**src/rtl/creu_pkg.sv**
```systemverilog
// Shared types and constants for the register/ALU execute unit.
`default_nettype none

package creu_pkg;

  localparam int unsigned DATA_W = 8;
  localparam int unsigned KIND_W = 6;

  // Status bit positions: N7 V6 D3 I2 Z1 C0
  localparam int unsigned FLAG_C = 0;
  localparam int unsigned FLAG_Z = 1;
  localparam int unsigned FLAG_I = 2;
  localparam int unsigned FLAG_D = 3;
  localparam int unsigned FLAG_V = 6;
  localparam int unsigned FLAG_N = 7;

  localparam logic [DATA_W-1:0] STATUS_RESET       = 8'h04;
  // Bits 5 and 4 are never written and stay clear
  localparam logic [DATA_W-1:0] STATUS_UNUSED_MASK = 8'h30;

  typedef enum logic [KIND_W-1:0] {
    KIND_LDA   = 6'd0,
    KIND_LDX   = 6'd1,
    KIND_LDY   = 6'd2,
    KIND_STA   = 6'd3,
    KIND_STX   = 6'd4,
    KIND_STY   = 6'd5,
    KIND_TAX   = 6'd6,
    KIND_TAY   = 6'd7,
    KIND_TXA   = 6'd8,
    KIND_TYA   = 6'd9,
    KIND_TXS   = 6'd10,
    KIND_TSX   = 6'd11,
    KIND_ADC   = 6'd12,
    KIND_SBC   = 6'd13,
    KIND_AND   = 6'd14,
    KIND_ORA   = 6'd15,
    KIND_EOR   = 6'd16,
    KIND_INX   = 6'd17,
    KIND_INY   = 6'd18,
    KIND_DEX   = 6'd19,
    KIND_DEY   = 6'd20,
    KIND_INC   = 6'd21,
    KIND_DEC   = 6'd22,
    KIND_CMP   = 6'd23,
    KIND_CPX   = 6'd24,
    KIND_CPY   = 6'd25,
    KIND_BIT   = 6'd26,
    KIND_LSR_M = 6'd27,
    KIND_LSR_A = 6'd28,
    KIND_ASL_M = 6'd29,
    KIND_ASL_A = 6'd30,
    KIND_ROL_M = 6'd31,
    KIND_ROL_A = 6'd32,
    KIND_ROR_M = 6'd33,
    KIND_ROR_A = 6'd34,
    KIND_SEC   = 6'd35,
    KIND_CLC   = 6'd36,
    KIND_CLV   = 6'd37,
    KIND_SEI   = 6'd38,
    KIND_CLI   = 6'd39,
    KIND_SED   = 6'd40,
    KIND_CLD   = 6'd41,
    KIND_NOP   = 6'd42
  } kind_e;

  typedef enum logic [1:0] {
    SHIFT_LSR = 2'd0,
    SHIFT_ASL = 2'd1,
    SHIFT_ROL = 2'd2,
    SHIFT_ROR = 2'd3
  } shift_e;

endpackage

`default_nettype wire

```
**src/rtl/cpu_register_alu_execute_unit.sv**
```systemverilog
// Execute stage: register file, ALU and flags of an 8-bit processor core.
//
//  channel  dir  tdata (low bit up)                       tuser
//  s_axis   in   mem_data[7:0]                            kind[5:0]
//  m_axis   out  write_data, acc, x, y, status (8b each)  write_enable[0]
//
// One beat per cycle unless stalled; the result beat appears in the cycle
// after acceptance. The registers update in the same edge that accepts
// the beat, so each operation sees the state left by the one before.
// A single output register holds the result; input is taken whenever that
// register is empty or being drained in the same cycle.
// Reset clears A, X, Y and SP and sets status to interrupt disable only.
`default_nettype none

module cpu_register_alu_execute_unit (
  input  wire logic        clk_i,
  input  wire logic        rst_ni,
  input  wire logic        s_axis_tvalid,
  output logic             s_axis_tready,
  input  wire logic [7:0]  s_axis_tdata,   // mem_data[7:0]
  input  wire logic [5:0]  s_axis_tuser,   // kind[5:0]
  output logic             m_axis_tvalid,
  input  wire logic        m_axis_tready,
  output logic [39:0]      m_axis_tdata,   // write_data, acc, x, y, status
  output logic [0:0]       m_axis_tuser    // write_enable
);

  localparam int unsigned W = creu_pkg::DATA_W;

  typedef struct packed {
    logic [W-1:0] res;
    logic         carry;
  } shift_res_t;

  function automatic shift_res_t do_shift(creu_pkg::shift_e op, logic [W-1:0] v,
                                          logic cin);
    shift_res_t r;
    case (op)
      creu_pkg::SHIFT_LSR: r = '{res: {1'b0, v[W-1:1]}, carry: v[0]};
      creu_pkg::SHIFT_ASL: r = '{res: {v[W-2:0], 1'b0}, carry: v[W-1]};
      creu_pkg::SHIFT_ROL: r = '{res: {v[W-2:0], cin}, carry: v[W-1]};
      creu_pkg::SHIFT_ROR: r = '{res: {cin, v[W-1:1]}, carry: v[0]};
      default:             r = '{res: v, carry: cin};
    endcase
    return r;
  endfunction

  logic [W-1:0] a_q, a_d, x_q, x_d, y_q, y_d, sp_q, sp_d, p_q, p_d;
  logic         out_valid_q;
  logic [39:0]  out_data_q;
  logic         out_wen_q;
  logic         in_fire;

  creu_pkg::kind_e kind;
  logic [W-1:0]    mem;
  logic [W-1:0]    wdata;
  logic            wen;

  // ALU shared pieces
  logic [W-1:0]    add_op;
  logic [W:0]      sum;
  logic [W-1:0]    cmp_reg;
  logic [W:0]      diff;
  creu_pkg::shift_e shift_op;
  logic [W-1:0]    shift_in;
  shift_res_t      shift_out;

  assign kind          = creu_pkg::kind_e'(s_axis_tuser);
  assign mem           = s_axis_tdata;
  assign s_axis_tready = !out_valid_q || m_axis_tready;
  assign in_fire       = s_axis_tvalid && s_axis_tready;

  // SBC is ADC of the inverted operand
  assign add_op = (kind == creu_pkg::KIND_SBC) ? ~mem : mem;
  assign sum    = {1'b0, a_q} + {1'b0, add_op} + {{W{1'b0}}, p_q[creu_pkg::FLAG_C]};

  always_comb begin
    case (kind)
      creu_pkg::KIND_CPX: cmp_reg = x_q;
      creu_pkg::KIND_CPY: cmp_reg = y_q;
      default:            cmp_reg = a_q;
    endcase
  end
  assign diff = {1'b0, cmp_reg} - {1'b0, mem};

  always_comb begin
    case (kind)
      creu_pkg::KIND_ASL_M, creu_pkg::KIND_ASL_A: shift_op = creu_pkg::SHIFT_ASL;
      creu_pkg::KIND_ROL_M, creu_pkg::KIND_ROL_A: shift_op = creu_pkg::SHIFT_ROL;
      creu_pkg::KIND_ROR_M, creu_pkg::KIND_ROR_A: shift_op = creu_pkg::SHIFT_ROR;
      default:                                    shift_op = creu_pkg::SHIFT_LSR;
    endcase
  end
  // memory forms have odd codes
  assign shift_in  = kind[0] ? mem : a_q;
  assign shift_out = do_shift(shift_op, shift_in, p_q[creu_pkg::FLAG_C]);

  always_comb begin
    logic [W-1:0] nz_val;
    logic         nz_upd;
    a_d    = a_q;
    x_d    = x_q;
    y_d    = y_q;
    sp_d   = sp_q;
    p_d    = p_q;
    wdata  = '0;
    wen    = 1'b0;
    nz_val = '0;
    nz_upd = 1'b0;
    case (kind)
      creu_pkg::KIND_LDA: begin a_d = mem; nz_val = mem; nz_upd = 1'b1; end
      creu_pkg::KIND_LDX: begin x_d = mem; nz_val = mem; nz_upd = 1'b1; end
      creu_pkg::KIND_LDY: begin y_d = mem; nz_val = mem; nz_upd = 1'b1; end
      creu_pkg::KIND_STA: begin wdata = a_q; wen = 1'b1; end
      creu_pkg::KIND_STX: begin wdata = x_q; wen = 1'b1; end
      creu_pkg::KIND_STY: begin wdata = y_q; wen = 1'b1; end
      creu_pkg::KIND_TAX: begin x_d = a_q; nz_val = a_q; nz_upd = 1'b1; end
      creu_pkg::KIND_TAY: begin y_d = a_q; nz_val = a_q; nz_upd = 1'b1; end
      creu_pkg::KIND_TXA: begin a_d = x_q; nz_val = x_q; nz_upd = 1'b1; end
      creu_pkg::KIND_TYA: begin a_d = y_q; nz_val = y_q; nz_upd = 1'b1; end
      creu_pkg::KIND_TXS: sp_d = x_q;
      creu_pkg::KIND_TSX: begin x_d = sp_q; nz_val = sp_q; nz_upd = 1'b1; end
      creu_pkg::KIND_ADC, creu_pkg::KIND_SBC: begin
        a_d                   = sum[W-1:0];
        p_d[creu_pkg::FLAG_C] = sum[W];
        p_d[creu_pkg::FLAG_V] = (a_q[W-1] ^ sum[W-1]) & (add_op[W-1] ^ sum[W-1]);
        nz_val                = sum[W-1:0];
        nz_upd                = 1'b1;
      end
      creu_pkg::KIND_AND: begin a_d = a_q & mem; nz_val = a_q & mem; nz_upd = 1'b1; end
      creu_pkg::KIND_ORA: begin a_d = a_q | mem; nz_val = a_q | mem; nz_upd = 1'b1; end
      creu_pkg::KIND_EOR: begin a_d = a_q ^ mem; nz_val = a_q ^ mem; nz_upd = 1'b1; end
      creu_pkg::KIND_INX: begin x_d = x_q + 8'd1; nz_val = x_q + 8'd1; nz_upd = 1'b1; end
      creu_pkg::KIND_INY: begin y_d = y_q + 8'd1; nz_val = y_q + 8'd1; nz_upd = 1'b1; end
      creu_pkg::KIND_DEX: begin x_d = x_q - 8'd1; nz_val = x_q - 8'd1; nz_upd = 1'b1; end
      creu_pkg::KIND_DEY: begin y_d = y_q - 8'd1; nz_val = y_q - 8'd1; nz_upd = 1'b1; end
      creu_pkg::KIND_INC: begin
        wdata = mem + 8'd1; wen = 1'b1; nz_val = mem + 8'd1; nz_upd = 1'b1;
      end
      creu_pkg::KIND_DEC: begin
        wdata = mem - 8'd1; wen = 1'b1; nz_val = mem - 8'd1; nz_upd = 1'b1;
      end
      creu_pkg::KIND_CMP, creu_pkg::KIND_CPX, creu_pkg::KIND_CPY: begin
        p_d[creu_pkg::FLAG_C] = !diff[W];   // no borrow: reg >= mem
        p_d[creu_pkg::FLAG_Z] = (cmp_reg == mem);
        p_d[creu_pkg::FLAG_N] = diff[W-1];
      end
      creu_pkg::KIND_BIT: begin
        p_d[creu_pkg::FLAG_Z] = ((a_q & mem) == '0);
        p_d[creu_pkg::FLAG_N] = mem[W-1];
        p_d[creu_pkg::FLAG_V] = mem[W-2];
      end
      creu_pkg::KIND_LSR_M, creu_pkg::KIND_ASL_M,
      creu_pkg::KIND_ROL_M, creu_pkg::KIND_ROR_M: begin
        wdata                 = shift_out.res;
        wen                   = 1'b1;
        p_d[creu_pkg::FLAG_C] = shift_out.carry;
        nz_val                = shift_out.res;
        nz_upd                = 1'b1;
      end
      creu_pkg::KIND_LSR_A, creu_pkg::KIND_ASL_A,
      creu_pkg::KIND_ROL_A, creu_pkg::KIND_ROR_A: begin
        a_d                   = shift_out.res;
        p_d[creu_pkg::FLAG_C] = shift_out.carry;
        nz_val                = shift_out.res;
        nz_upd                = 1'b1;
      end
      creu_pkg::KIND_SEC: p_d[creu_pkg::FLAG_C] = 1'b1;
      creu_pkg::KIND_CLC: p_d[creu_pkg::FLAG_C] = 1'b0;
      creu_pkg::KIND_CLV: p_d[creu_pkg::FLAG_V] = 1'b0;
      creu_pkg::KIND_SEI: p_d[creu_pkg::FLAG_I] = 1'b1;
      creu_pkg::KIND_CLI: p_d[creu_pkg::FLAG_I] = 1'b0;
      creu_pkg::KIND_SED: p_d[creu_pkg::FLAG_D] = 1'b1;
      creu_pkg::KIND_CLD: p_d[creu_pkg::FLAG_D] = 1'b0;
      default: ;  // NOP and unused codes
    endcase
    if (nz_upd) begin
      p_d[creu_pkg::FLAG_N] = nz_val[W-1];
      p_d[creu_pkg::FLAG_Z] = (nz_val == '0);
    end
  end

  always_ff @(posedge clk_i or negedge rst_ni) begin
    if (!rst_ni) begin
      a_q         <= '0;
      x_q         <= '0;
      y_q         <= '0;
      sp_q        <= '0;
      p_q         <= creu_pkg::STATUS_RESET;
      out_valid_q <= 1'b0;
    end else begin
      if (in_fire) begin
        a_q  <= a_d;
        x_q  <= x_d;
        y_q  <= y_d;
        sp_q <= sp_d;
        p_q  <= p_d;
      end
      if (in_fire) begin
        out_valid_q <= 1'b1;
      end else if (m_axis_tready) begin
        out_valid_q <= 1'b0;
      end
    end
  end

  always_ff @(posedge clk_i) begin
    if (in_fire) begin
      out_data_q <= {p_d, y_d, x_d, a_d, wdata};
      out_wen_q  <= wen;
    end
  end

  assign m_axis_tvalid = out_valid_q;
  assign m_axis_tdata  = out_data_q;
  assign m_axis_tuser  = out_wen_q;

endmodule

`default_nettype wire

```
**config.mk**
```make
export PLATFORM = sky130hd
export DESIGN_NAME = cpu_register_alu_execute_unit
export DESIGN_NICKNAME = d
export VERILOG_FILES = /design/src/rtl/creu_pkg.sv /design/src/rtl/cpu_register_alu_execute_unit.sv
export SDC_FILE = /design/constraint.sdc
export NUM_CORES = 1
export LEC_CHECK = 0
export BUFFER_PORTS_ARGS = -buffer_cell sky130_fd_sc_hd__buf_2
export CORE_UTILIZATION = 61
export DETAILED_ROUTE_END_ITERATION = 8
export GPL_TIMING_DRIVEN = 0
export MAX_ROUTING_LAYER = met4
export PLACE_DENSITY = 0.81
export SLEW_MARGIN = 20
export SYNTH_ARGS = -nofsm -noshare
export SYNTH_HDL_FRONTEND = slang
export SYNTH_SLANG_ARGS = --single-unit
export TNS_END_PERCENT = 20
```
**constraint.sdc**
```tcl
create_clock -name clk_i -period 4.5 [get_ports clk_i]
set_clock_uncertainty 0.15 [all_clocks]
set_input_delay 0.675 -clock clk_i [delete_from_list [all_inputs] [get_ports clk_i]]
set_output_delay 0.675 -clock clk_i [all_outputs]
set_load 0.02 [all_outputs]
```
==> results.py <==
metrics = {
    "grt": {
        "groute.layer.met3.usage": 0.146,
        "initial_antenna_violation_count": 0,
        "maximum_number_of_pins_on_one_net_before_global_route_repair": 40,
        "grt_first_pass_wirelength_um": 41800,
        "first_global_vias": 7107,
        "globalRouteOverflowTotal": 0,
        "met2_usage": 0.734,
        "use_met1": 0.624,
        "gr-usage-all-layers": 0.511,
        "grt_busiest_layer": "met2",
    },
    "placement": {
        "place_ws_ps": -1080,
        "post-dp-hpwl_um": 20100,
        "numPortBuffers": 56,
        "place_inst": 992,
        "routabilityCongestion": 1.13,
    },
    "clock_tree": {
        "clk_latency_worst_skew_pair_ps": 410,
        "tritoncts": "yes",
        "ctsRootBufferMaster": "clkbuf_8",
        "htree_depth": 3,
        "tritoncts_num_sinks": 78,
        "cts_buffer_depth": 2,
        "cts_hold_buf": 0,
        "cts.clk_slew.worst_paths_ps": 100,
        "cts_inserted_buffers": 9,
    },
    "hold_path": {
        "kind_of_path_behind_the_tightest_hold_check": "in -> async",
    },
    "timing": {
        "maximum_clock_frequency_mhz": 222,
        "timing_max_transition_violations_final": 0,
        "tightest_slew_ps": 1190,
        "worst_slew_margin_rel": 0.204,
        "fin_crit_sh": 1.00,
        "period_needed_ps": 4510,
        "grt_setup_unrepaired": "no",
        "fin_worst_hold_slack_ps": 105,
        "setup_viol_count_final": 1,
        "tns_ps": -9.04,
        "hold_viol": 0,
        "postLayoutSetupSlackWorst_ps": -9.04,
    },
    "logic_synthesis": {
        "async_reset_ff_frac": 0.500,
        "yosys-top-cells-count": "nand2_1, nor2_1, edfxtp_1, dfrtp_1, ha_1",
        "synth.area.top_cells": "edfxtp_1, dfrtp_1, ha_1",
        "seq_total_area_yosys": 0.316,
        "syn_area_per_cell_um2": 8.59,
        "yosysTopAreaCell": "edfxtp_1",
        "post_synth_instance_area_mm2": 0.00679,
        "yosysWarnings": 0,
        "netlist_instances": 791,
        "synth_edf_count": 39,
        "synth_top_area_share": 0.172,
        "yosysMostFrequentCell": "nand2_1",
        "number_of_flip_flops_and_latches_in_the_synthesized_netlist": 78,
        "ys_flop_type": "edfxtp_1",
        "netlist-cell-type-count": 79,
    },
    "worst_setup_path": {
        "setup.worst_path.class": "in -> reg",
        "setup.reg_to_reg.worst_slack_ps": 300,
        "worstSetupEndpointType": "flop",
        "critical_path_peak_fanout": 10,
        "worst_ep_required_time_ps": 4600,
        "capture_point_of_the_worst_reg_to_reg_path": "m_axis_tdata[33]",
        "cp.arrival_ps": 4610,
        "critical_path.reg2reg.startpoint": "a_q[0]",
        "timing.reg2reg.worst_path_depth": 11,
        "worst_setup_path_start_kind": "input pin",
    },
    "die": {
        "design.die.area_mm2": 0.0116,
        "row_count": 38,
        "placeableCoreArea_mm2": 0.0108,
        "top_level_ports": 61,
        "die_height_um": 108,
        "dieWidth_um": 108,
        "starting_density": 0.627,
    },
    "drt": {
        "num_vias": 7673,
        "antenna_violating_nets_post_route": 0,
        "drtIter0Drc": 1732,
        "avgViaCountPerCell": 7.62,
        "post_drt_wl_per_cell_um": 28.1,
        "routed_wl_um": 28300,
        "drcViolationCount": 18,
        "drt_pre_antenna_iters": 9,
    },
    "final_layout": {
        "area_growth_pct": 12.2,
        "final_nets": 919,
        "drive_above_1_share": 0.179,
        "n_antenna_cell": 0,
        "final_cells": 1007,
    },
    "power": {
        "pwr_density_mw_per_mm2": 444,
        "leakagePower_nw": 3.05,
        "design_power_total_w": 0.00339,
        "peakVddDrop_mv": 0.498,
    },
    "status": {
        "status": "finished with violations",
        "violations": "DRC, setup timing",
    },
    "flow_run": {
        "maxCapViolCount": 0,
    },
}
## cell usage in the layout, fill, tap and decap left out, types with 7 or more instances in the layout
cell / instances
a21oi_1: 32
a221o_1: 18
a221oi_1: 8
a222oi_1: 13
a22o_1: 13
a22oi_1: 24
a31oi_1: 13
buf_1: 8
buf_2: 66
buf_4: 11
clkbuf_1: 30
clkbuf_8: 10
dfrtp_1: 38
edfxtp_1: 39
ha_1: 37
inv_1: 28
mux2_2: 20
mux2i_1: 10
nand2_1: 96
nand2b_1: 13
nand3_1: 25
nand4_1: 10
nor2_1: 70
nor2b_1: 13
nor3_1: 13
nor4_1: 10
o21a_1: 7
o21ai_0: 25
o221ai_1: 11
xnor2_1: 14
## cells by family (layout without fill, tap and decap cells)
kind of cell,Yosys count,after routing,synth area share
XOR/XNOR,20,20,0.0258
buffers and inverters,92,167,0.0580
AO/OA/AOI/OAI,222,222,0.246
other,1,2,0.000552
flip-flops,78,78,0.316
AND/OR/NAND/NOR,307,307,0.225
adder cells (fa/ha/maj),39,39,0.0740
multiplexers,32,32,0.0545
## where the power goes
part | internal [W] | leakage [nW] | total [W] | switching [W]
Clock | 0.000269 | 0.107 | 0.000597 | 0.000328
Combinational | 0.000592 | 2.10 | 0.00171 | 0.00112
Sequential | 0.000934 | 0.844 | 0.00108 | 0.000144
## metal layers
layer  wire (um)  up-vias
met2       11700      747
met3        4220      232
met4        2340        0
met5           0        -
met1       10000     3546
li1            -     3148
## worst max path at each step
stage	start	to	cells past startpoint
2_1_floorplan	s_axis_tuser[5]	m_axis_tdata[33]	17
3_3_place_gp	s_axis_tuser[5]	m_axis_tdata[33]	18
3_5_place_dp	s_axis_tuser[5]	m_axis_tdata[33]	18
4_1_cts	s_axis_tuser[5]	m_axis_tdata[33]	18
5_1_grt	s_axis_tuser[4]	m_axis_tdata[33]	15
6_report	s_axis_tuser[4]	m_axis_tdata[33]	15
## cell type report
cell class                      count  area, um^2
Clock buffer                        9         124
Buffer                             59         282
Fill cell                         877        3220
Clock inverter                      7        85.1
Sequential cell                    78        2150
Tap cell                          140         175
Inverter                           29         109
Timing Repair Buffer               63         355
Multi-Input combinational cell    622        4340
## worst max-delay path: stages
cell      delay (ps)
buf_2            170
buf_4            200
nor2_1           260
nand2_1          170
nor2_4           320
a21oi_1          140
fa_1             390
nor2b_1          160
o31a_1           210
a211oi_1          90
nor4_1           990
nor2b_1          250
and3_1           280
nand3_1          110
o21bai_1         180
## flip-flops by register name, summed over array words and instances, names as in the netlist
name,cells
p_q,6
m_axis_tuser,1
m_axis_tdata,38
sp_q,8
x_q,8
a_q,8
y_q,8
m_axis_tvalid,1
## metrics by stage
stage	utilization	instance area, um^2
after floorplan	-	6800
after global placement	0.669	7250
after detailed placement	0.677	7340
after CTS	0.701	7590
after global routing	0.703	7620
final	0.703	7620
## what timing repair did
action | in CTS | in global routing
pin swaps | 3 | 3
gates resized for setup | 10 | 10
hold endpoints to repair | 0 | 0
setup endpoints to repair | 9 | 6
buffers inserted | 2 | 1
Power figures use the tool's default switching activity.
